[src/kms_pkg.sv]
// ----------------------------------------------------------------------------
// kms_pkg
// Shared types and constants of the keypad matrix scanner.
// ----------------------------------------------------------------------------
package kms_pkg;

    localparam int QUEUE_DEPTH_DEF = 16;
    localparam int KEY_W           = 8;
    localparam int CFG_W           = 32;
    localparam int CFG_IDX_W       = 3;
    localparam int ROWS            = 4;

    localparam logic [1:0] CMD_EDGE    = 2'd0;
    localparam logic [1:0] CMD_TICK    = 2'd1;
    localparam logic [1:0] CMD_DEQUEUE = 2'd2;

    localparam logic [CFG_IDX_W-1:0] REG_ROW0    = 3'd0;
    localparam logic [CFG_IDX_W-1:0] REG_ROW1    = 3'd1;
    localparam logic [CFG_IDX_W-1:0] REG_ROW2    = 3'd2;
    localparam logic [CFG_IDX_W-1:0] REG_ROW3    = 3'd3;
    localparam logic [CFG_IDX_W-1:0] REG_HOLDOFF = 3'd4;

    localparam logic [31:0] ROW0_CODES_RST = 32'h4133_3231;
    localparam logic [31:0] ROW1_CODES_RST = 32'h4236_3534;
    localparam logic [31:0] ROW2_CODES_RST = 32'h4339_3837;
    localparam logic [31:0] ROW3_CODES_RST = 32'h4423_302A;
    localparam logic [15:0] HOLDOFF_RST    = 16'd200;

    localparam logic [2:0] SCAN_TICKS  = 3'd5;
    localparam logic [2:0] ALL_COLUMNS = 3'd4;

    typedef struct packed {
        logic [1:0]  cmd;
        logic [31:0] now_ms;
        logic [3:0]  row_levels;
    } req_t;

    typedef struct packed {
        logic [7:0] key_code;
        logic       key_valid;
        logic       irq_level;
        logic [2:0] drive_column;
        logic       scan_busy;
        logic       keys_pending;
    } rsp_t;

    typedef struct packed {
        logic not_empty;
        logic not_full;
        logic last_one;
    } fifo_stat_t;

endpackage

[src/kms_ram.sv]
// ----------------------------------------------------------------------------
// kms_ram
// Simple dual-port RAM, one write port, one read port with registered data.
// ----------------------------------------------------------------------------
module kms_ram #(
    parameter int WIDTH = kms_pkg::KEY_W,
    parameter int DEPTH = kms_pkg::QUEUE_DEPTH_DEF
) (
    input  logic                     clk,
    input  logic                     wr_en,
    input  logic [$clog2(DEPTH)-1:0] wr_addr,
    input  logic [WIDTH-1:0]         wr_data,
    input  logic [$clog2(DEPTH)-1:0] rd_addr,
    output logic [WIDTH-1:0]         rd_data
);

    logic [WIDTH-1:0] mem [DEPTH];

    always_ff @(posedge clk)
    begin
        if (wr_en)
        begin
            mem[wr_addr] <= wr_data;
        end
        rd_data <= mem[rd_addr];
    end

endmodule

[src/kms_key_fifo.sv]
// ----------------------------------------------------------------------------
// kms_key_fifo
// Key queue: ring pointers around the RAM, head read ahead with write bypass.
// ----------------------------------------------------------------------------
module kms_key_fifo #(
    parameter int DEPTH = kms_pkg::QUEUE_DEPTH_DEF
) (
    input  logic                       clk,
    input  logic                       rst_n,
    input  logic                       push_en,
    input  logic [kms_pkg::KEY_W-1:0]  push_data,
    input  logic                       pop_en,
    output logic [kms_pkg::KEY_W-1:0]  head,
    output kms_pkg::fifo_stat_t        stat
);

    localparam int PW = $clog2(DEPTH);

    logic [PW-1:0]             wp_reg;
    logic [PW-1:0]             wp_next;
    logic [PW-1:0]             rp_reg;
    logic [PW-1:0]             rp_next;
    logic [PW-1:0]             wp_inc;
    logic [PW-1:0]             rp_inc;
    logic                      wr_en;
    logic                      byp_hit_reg;
    logic                      byp_hit_next;
    logic [kms_pkg::KEY_W-1:0] byp_data_reg;
    logic [kms_pkg::KEY_W-1:0] rd_data;

    assign wp_inc = (wp_reg == PW'(DEPTH - 1)) ? '0 : wp_reg + 1'b1;
    assign rp_inc = (rp_reg == PW'(DEPTH - 1)) ? '0 : rp_reg + 1'b1;

    assign stat.not_empty = (wp_reg != rp_reg);
    assign stat.not_full  = (wp_inc != rp_reg);
    assign stat.last_one  = (wp_reg == rp_inc);

    assign wr_en        = push_en && stat.not_full;
    assign wp_next      = wr_en ? wp_inc : wp_reg;
    assign rp_next      = (pop_en && stat.not_empty) ? rp_inc : rp_reg;
    assign byp_hit_next = wr_en && (wp_reg == rp_next);

    kms_ram #(
        .WIDTH (kms_pkg::KEY_W),
        .DEPTH (DEPTH)
    ) u_ram (
        .clk     (clk),
        .wr_en   (wr_en),
        .wr_addr (wp_reg),
        .wr_data (push_data),
        .rd_addr (rp_next),
        .rd_data (rd_data)
    );

    assign head = byp_hit_reg ? byp_data_reg : rd_data;

    always_ff @(posedge clk or negedge rst_n)
    begin
        if (!rst_n)
        begin
            wp_reg      <= '0;
            rp_reg      <= '0;
            byp_hit_reg <= 1'b0;
        end
        else
        begin
            wp_reg      <= wp_next;
            rp_reg      <= rp_next;
            byp_hit_reg <= byp_hit_next;
        end
    end

    always_ff @(posedge clk)
    begin
        byp_data_reg <= push_data;
    end

endmodule

[src/keypad_matrix_scanner_unit.sv]
// ----------------------------------------------------------------------------
// keypad_matrix_scanner_unit
// 4x4 keypad scanner with holdoff, column sequencing and a RAM key queue.
// ----------------------------------------------------------------------------
// Row edges, dequeue requests and scan ticks that find at most one pressed
// row finish when taken; a tick finding more keeps the block busy, writing
// one key per cycle into the single write port of the queue RAM, the last
// once the output register is free. Results sit in an output register, so
// a new item is taken in the same cycle that the previous result transfers.
// The queue keeps one slot free and holds QUEUE_DEPTH-1 keys; more drop.
// ----------------------------------------------------------------------------
module keypad_matrix_scanner_unit #(
    parameter int QUEUE_DEPTH = kms_pkg::QUEUE_DEPTH_DEF
) (
    input  logic                             clk,
    input  logic                             rst_n,
    input  logic                             req_valid,
    output logic                             req_ready,
    input  kms_pkg::req_t                    req,
    output logic                             rsp_valid,
    input  logic                             rsp_ready,
    output kms_pkg::rsp_t                    rsp,
    input  logic                             cfg_we,
    input  logic [kms_pkg::CFG_IDX_W-1:0]    cfg_index,
    input  logic [kms_pkg::CFG_W-1:0]        cfg_data
);

    logic [31:0]               row_codes_reg [kms_pkg::ROWS];
    logic [15:0]               holdoff_reg;
    logic [31:0]               last_edge_reg;
    logic [31:0]               last_edge_next;
    logic [2:0]                scan_step_reg;
    logic [2:0]                scan_step_next;
    logic                      scanning_reg;
    logic                      scanning_next;
    logic                      irq_reg;
    logic                      irq_next;
    logic                      busy_reg;
    logic                      busy_next;
    logic [3:0]                pend_reg;
    logic [3:0]                pend_next;
    logic [1:0]                col_reg;
    logic [1:0]                col_next;
    logic                      rsp_valid_reg;
    logic                      rsp_valid_next;
    kms_pkg::rsp_t             rsp_reg;

    logic                      out_free;
    logic                      acc;
    logic                      tick_samples;
    logic [3:0]                cur_mask;
    logic [3:0]                rest_mask;
    logic [1:0]                cur_col;
    logic [1:0]                row_sel;
    logic                      step_go;
    logic                      emit;
    logic                      push_en;
    logic                      pop_en;
    logic [kms_pkg::KEY_W-1:0] push_code;
    logic [kms_pkg::KEY_W-1:0] head;
    logic [31:0]               elapsed;
    logic [2:0]                step_inc;
    logic                      pending_next;
    kms_pkg::fifo_stat_t       stat;
    kms_pkg::rsp_t             rsp_next;

    assign out_free  = !rsp_valid_reg || rsp_ready;
    assign req_ready = !busy_reg && out_free;
    assign acc       = req_valid && req_ready;

    assign tick_samples = acc && (req.cmd == kms_pkg::CMD_TICK) && scanning_reg
                          && (scan_step_reg != 3'd0);
    assign cur_mask  = busy_reg ? pend_reg : (tick_samples ? ~req.row_levels : 4'd0);
    assign cur_col   = busy_reg ? col_reg : 2'(scan_step_reg - 3'd1);
    assign rest_mask = cur_mask & (cur_mask - 4'd1);
    assign row_sel   = cur_mask[0] ? 2'd0 : cur_mask[1] ? 2'd1 : cur_mask[2] ? 2'd2 : 2'd3;
    assign push_code = row_codes_reg[row_sel][{cur_col, 3'b000} +: 8];

    assign step_go = busy_reg ? ((rest_mask != 4'd0) || out_free) : acc;
    assign emit    = step_go && (rest_mask == 4'd0);
    assign push_en = step_go && (cur_mask != 4'd0);
    assign pop_en  = acc && (req.cmd == kms_pkg::CMD_DEQUEUE) && stat.not_empty;

    kms_key_fifo #(
        .DEPTH (QUEUE_DEPTH)
    ) u_fifo (
        .clk       (clk),
        .rst_n     (rst_n),
        .push_en   (push_en),
        .push_data (push_code),
        .pop_en    (pop_en),
        .head      (head),
        .stat      (stat)
    );

    assign elapsed  = req.now_ms - last_edge_reg;
    assign step_inc = scan_step_reg + 3'd1;

    always_comb
    begin
        last_edge_next = last_edge_reg;
        scan_step_next = scan_step_reg;
        scanning_next  = scanning_reg;
        irq_next       = irq_reg;
        busy_next      = busy_reg;
        pend_next      = pend_reg;
        col_next       = col_reg;
        if (acc)
        begin
            case (req.cmd)
                kms_pkg::CMD_EDGE:
                begin
                    if (!scanning_reg && (elapsed >= {16'd0, holdoff_reg}))
                    begin
                        last_edge_next = req.now_ms;
                        scanning_next  = 1'b1;
                        scan_step_next = 3'd0;
                    end
                end
                kms_pkg::CMD_TICK:
                begin
                    if (scanning_reg)
                    begin
                        col_next = cur_col;
                        if (step_inc >= kms_pkg::SCAN_TICKS)
                        begin
                            scan_step_next = 3'd0;
                            scanning_next  = 1'b0;
                            irq_next       = 1'b1;
                        end
                        else
                        begin
                            scan_step_next = step_inc;
                        end
                    end
                end
                kms_pkg::CMD_DEQUEUE:
                begin
                    if (stat.not_empty && stat.last_one)
                    begin
                        irq_next = 1'b0;
                    end
                end
                default:
                begin
                    irq_next = irq_reg;
                end
            endcase
        end
        if (step_go)
        begin
            busy_next = (rest_mask != 4'd0);
            pend_next = rest_mask;
        end
    end

    always_comb
    begin
        if (push_en && stat.not_full)
        begin
            pending_next = 1'b1;
        end
        else if (pop_en && stat.last_one)
        begin
            pending_next = 1'b0;
        end
        else
        begin
            pending_next = stat.not_empty;
        end
        rsp_next.key_code     = pop_en ? head : 8'd0;
        rsp_next.key_valid    = pop_en;
        rsp_next.irq_level    = irq_next;
        rsp_next.drive_column = (scanning_next && (scan_step_next != 3'd0))
                                ? scan_step_next - 3'd1 : kms_pkg::ALL_COLUMNS;
        rsp_next.scan_busy    = scanning_next;
        rsp_next.keys_pending = pending_next;
    end

    assign rsp_valid_next = emit ? 1'b1 : (rsp_ready ? 1'b0 : rsp_valid_reg);

    always_ff @(posedge clk or negedge rst_n)
    begin
        if (!rst_n)
        begin
            row_codes_reg[0] <= kms_pkg::ROW0_CODES_RST;
            row_codes_reg[1] <= kms_pkg::ROW1_CODES_RST;
            row_codes_reg[2] <= kms_pkg::ROW2_CODES_RST;
            row_codes_reg[3] <= kms_pkg::ROW3_CODES_RST;
            holdoff_reg      <= kms_pkg::HOLDOFF_RST;
            last_edge_reg    <= '0;
            scan_step_reg    <= '0;
            scanning_reg     <= 1'b0;
            irq_reg          <= 1'b0;
            busy_reg         <= 1'b0;
            pend_reg         <= '0;
            col_reg          <= '0;
            rsp_valid_reg    <= 1'b0;
        end
        else
        begin
            if (cfg_we)
            begin
                case (cfg_index)
                    kms_pkg::REG_ROW0:    row_codes_reg[0] <= cfg_data;
                    kms_pkg::REG_ROW1:    row_codes_reg[1] <= cfg_data;
                    kms_pkg::REG_ROW2:    row_codes_reg[2] <= cfg_data;
                    kms_pkg::REG_ROW3:    row_codes_reg[3] <= cfg_data;
                    kms_pkg::REG_HOLDOFF: holdoff_reg      <= cfg_data[15:0];
                    default:              holdoff_reg      <= holdoff_reg;
                endcase
            end
            last_edge_reg <= last_edge_next;
            scan_step_reg <= scan_step_next;
            scanning_reg  <= scanning_next;
            irq_reg       <= irq_next;
            busy_reg      <= busy_next;
            pend_reg      <= pend_next;
            col_reg       <= col_next;
            rsp_valid_reg <= rsp_valid_next;
        end
    end

    always_ff @(posedge clk)
    begin
        if (emit)
        begin
            rsp_reg <= rsp_next;
        end
    end

    assign rsp_valid = rsp_valid_reg;
    assign rsp       = rsp_reg;

endmodule

[config.mk]
export PLATFORM = sky130hd
export DESIGN_NAME = keypad_matrix_scanner_unit
export DESIGN_NICKNAME = d
export VERILOG_FILES = /design/src/kms_pkg.sv /design/src/kms_ram.sv /design/src/kms_key_fifo.sv /design/src/keypad_matrix_scanner_unit.sv
export SDC_FILE = /design/constraint.sdc
export NUM_CORES = 1
export LEC_CHECK = 0
export BUFFER_PORTS_ARGS = -buffer_cell sky130_fd_sc_hd__buf_2
export CAP_MARGIN = 10
export CORE_MARGIN = 2
export CORE_UTILIZATION = 60
export DETAILED_ROUTE_END_ITERATION = 8
export PLACE_DENSITY_LB_ADDON = 0.1
export SETUP_SLACK_MARGIN = 0.1
export SLEW_MARGIN = 5
export SYNTH_ARGS = -nofsm -noshare
export SYNTH_HDL_FRONTEND = slang
export SYNTH_SLANG_ARGS = --single-unit
[constraint.sdc]
create_clock -name clk -period 5.1 [get_ports clk]
set_clock_uncertainty 0.05 [all_clocks]
set_input_delay 1.02 -clock clk [delete_from_list [all_inputs] [get_ports clk]]
set_output_delay 1.02 -clock clk [all_outputs]
set_load 0.01 [all_outputs]
==> results.cfg <==
[outcome]
outcome = finished, final reports clean

[floorplan]
row_count = 62
num_io_pins = 95
fp.dieW_um = 176
initial_core_util = 0.612
core_um2 = 28900
die_y_um = 176
die_area_um2 = 30800

[cts]
post_cts_hold_buffer_count = 0
cts_tree = built
clock_latency_ns = 0.53
ctsRootBufferMaster = clkbuf_16
cts_max_path_buffers = 3
cts.clk_slew.worst_paths_ns = 0.05
cts_buffers = 39
clkSinkCount = 356
h-tree-depth = 2

[yosys]
ys_types = 81
seq_area_frac_synth = 0.544
synthCells = 1582
synth_area_leaders = edfxtp_1 (24%), dfrtp_1 (20%), mux2_2 (9.7%), dfstp_2 (7.9%), nand2_1 (5.8%)
post-synth-top-area-fraction = 0.243
synth_nets = 1721
synth_enable_flop_cells = 143
synthTopCellsByCount = nand2_1 (272), mux2_2 (152), dfrtp_1 (144)
netlist_area_um2 = 17700
syn_area_per_cell_um2 = 11.2
synth.most_common_cell = nand2_1
yosysWarnings = 0
synth_top_area_cell = edfxtp_1
ys.flop_type = dfrtp_1
ys_ff_latch = 356
synthArstFlopShare = 0.553

[final_layout]
drive_gt1_frac = 0.286
final_nets = 1850
area_delta_synth_final_pct = 15.1
post-route-util = 0.704
final_cells = 2129
fin_area_um2 = 20300
nFillCells = 2076

[timing]
max_slew.worst_pin.slew_ns = 1.11
rsz0062_at_grt = true
whs_ns = 0.452
setup_tns_ns = 0
hold_viol_final = 0
fin_crit_ns = 4.84
max_slew_margin = 0.257
layout_setup_ws_ns = 0.255
fmax_mhz = 206
fin_crit_sh = 0.950
setup-violations-final = 0
final_max_slew_viol_count = 0

[routing]
wire_per_inst_um = 19.5
ant_nets = 0
drc = 0
vias = 12800
drt_iter0_markers = 1067
drt-vias-per-instance = 6.00
routed_wl_um = 41600
dr.pass1.iters = 7

[grt]
grt.overflow.total = 0
grt_pass1_wl_um = 67100
grt_max_degree = 110
grt_usage = 0.274
antenna_found_initial = 3
first_global_vias = 12700

[placed_design]
hpwl_um = 26900
place_area_um2 = 18900
dp.cells = 2051
gp_congestion = 0.896
portBuffers = 94
dp_slack_ns = -0.350

[power_and_ir_drop]
p_leak_nw = 8.29
power_mw = 12.1
ir_drop_uv = 317
power.share.clock = 0.218
seqPwrFrac = 0.353
internal-power_mw = 7.61
p_comb_frac = 0.429
netSwitchingFraction = 0.373
p_per_area_nw_per_um2 = 597
p_sw_mw = 4.53

[run]
maxCapViolCount = 0

[worst_setup_path]
critical_path_class = in -> reg
endpoint_kind = flop
path_max_fanout = 3
critical_path_arrival_ns = 5.07
required_ns = 5.33
crit_path_start_kind = input port

[hold_path]
min_path_type = reg -> reg
==> layer usage <==
| layer | vias to the layer above | GRT usage | wire (um) |
|---|---|---|---|
| met3 | 59 | 0.0444 | 2580 |
| met4 | 0 | 0.0864 | 921 |
| met1 | 6318 | 0.391 | 18400 |
| li1 | 5992 | - | - |
| met2 | 399 | 0.436 | 19700 |
| met5 | - | 0 | 0 |
==> timing repair <==
action	CTS	global route
setup endpoints to repair	0	3
resized for setup	0	32
setup buffers	0	3
==> final timing paths <==
path | from | to | slack, ns | depth (start not counted)
max reg2reg | last_edge_reg[4]$_DFFE_PN0P_ | rsp[4]$_SDFFCE_PN1P_ | 0.44 | 23
min in group asynchronous | rst_n | last_edge_reg[14]$_DFFE_PN0P_ | 0.53 | 1
min | last_edge_reg[26]$_DFFE_PN0P_ | last_edge_reg[26]$_DFFE_PN0P_ | 0.45 | 1
min reg2reg | last_edge_reg[26]$_DFFE_PN0P_ | last_edge_reg[26]$_DFFE_PN0P_ | 0.45 | 1
max in group asynchronous | rst_n | row_codes_reg[52]$_DFFE_PN1P_ | 3.39 | 2
max | req[8] | rsp[4]$_SDFFCE_PN1P_ | 0.26 | 23
==> worst max-delay path: stages <==
cell and delay [ns]:
buf_2 0.12, ha_4 0.23, a21o_1 0.19, or3_4 0.35, o21ai_4 0.16, nand2_2 0.10, a31oi_4 0.17, o21bai_1 0.09
xor2_1 0.15, ha_1 0.33, nand4_1 0.16, a211oi_2 0.23, nor2_1 0.06, o22ai_1 0.18, nor4_2 0.08, and3_4 0.18
or4_4 0.56, nand2b_4 0.11, buf_4 0.11, ha_2 0.15, inv_2 0.03, a21o_1 0.14, a21o_1 0.16
==> final cells by class <==
type / count / area, um^2 / share of cell area
Clock inverter: 13 / 106 / 0.00523
Multi-Input combinational cell: 1066 / 7620 / 0.375
Inverter: 76 / 288 / 0.0142
Tap cell: 384 / 480 / 0.0236
Timing Repair Buffer: 172 / 1120 / 0.0553
Sequential cell: 356 / 9610 / 0.473
Antenna cell: 5 / 12.5 / 0.000616
Clock buffer: 57 / 1080 / 0.0533
==> power by group through the flow <==
| stage | clock network (mW) | logic [mW] | registers (mW) |
|---|---|---|---|
| CTS | 2.68 | 5.04 | 4.28 |
| global placement | 0 | 4.89 | 4.30 |
| detailed placement | 0 | 4.99 | 4.32 |
| global route | 2.80 | 5.76 | 4.35 |
| finish | 2.64 | 5.21 | 4.29 |
| floorplan | 0 | 3.35 | 4.24 |
==> cell families after synthesis <==
group / after synthesis / synth area share
xor gates and xnor gates: 37 / 0.0183
adders and majority gates: 62 / 0.0443
DFF: 356 / 0.544
buffers and inverters: 160 / 0.0370
and+or+nand+nor: 493 / 0.127
AOI/OAI and AO/OA: 297 / 0.115
muxes: 177 / 0.114
==> placed cells by master, fill, tap and decap left out, types with 9 or more instances in the layout <==
master and instances:
o21ai_0 49, buf_2 92, a311oi_1 25, dfxtp_1 16, nand4_1 12, xnor2_1 25
nand2_1 269, dfstp_2 53, mux2_2 152, dfrtp_1 144, and2_1 13, nand3_1 49
nor3_1 22, o21a_1 9, ha_1 55, a21o_1 11, a21oi_1 60, xor2_1 12
mux2i_1 13, o221ai_1 31, a31oi_1 46, clkbuf_1 14, and3_1 28, clkbuf_16 39
buf_4 74, mux2_4 10, inv_1 74, edfxtp_1 143, nor2_1 56
Note: power is estimated with default switching activity, not from simulation.
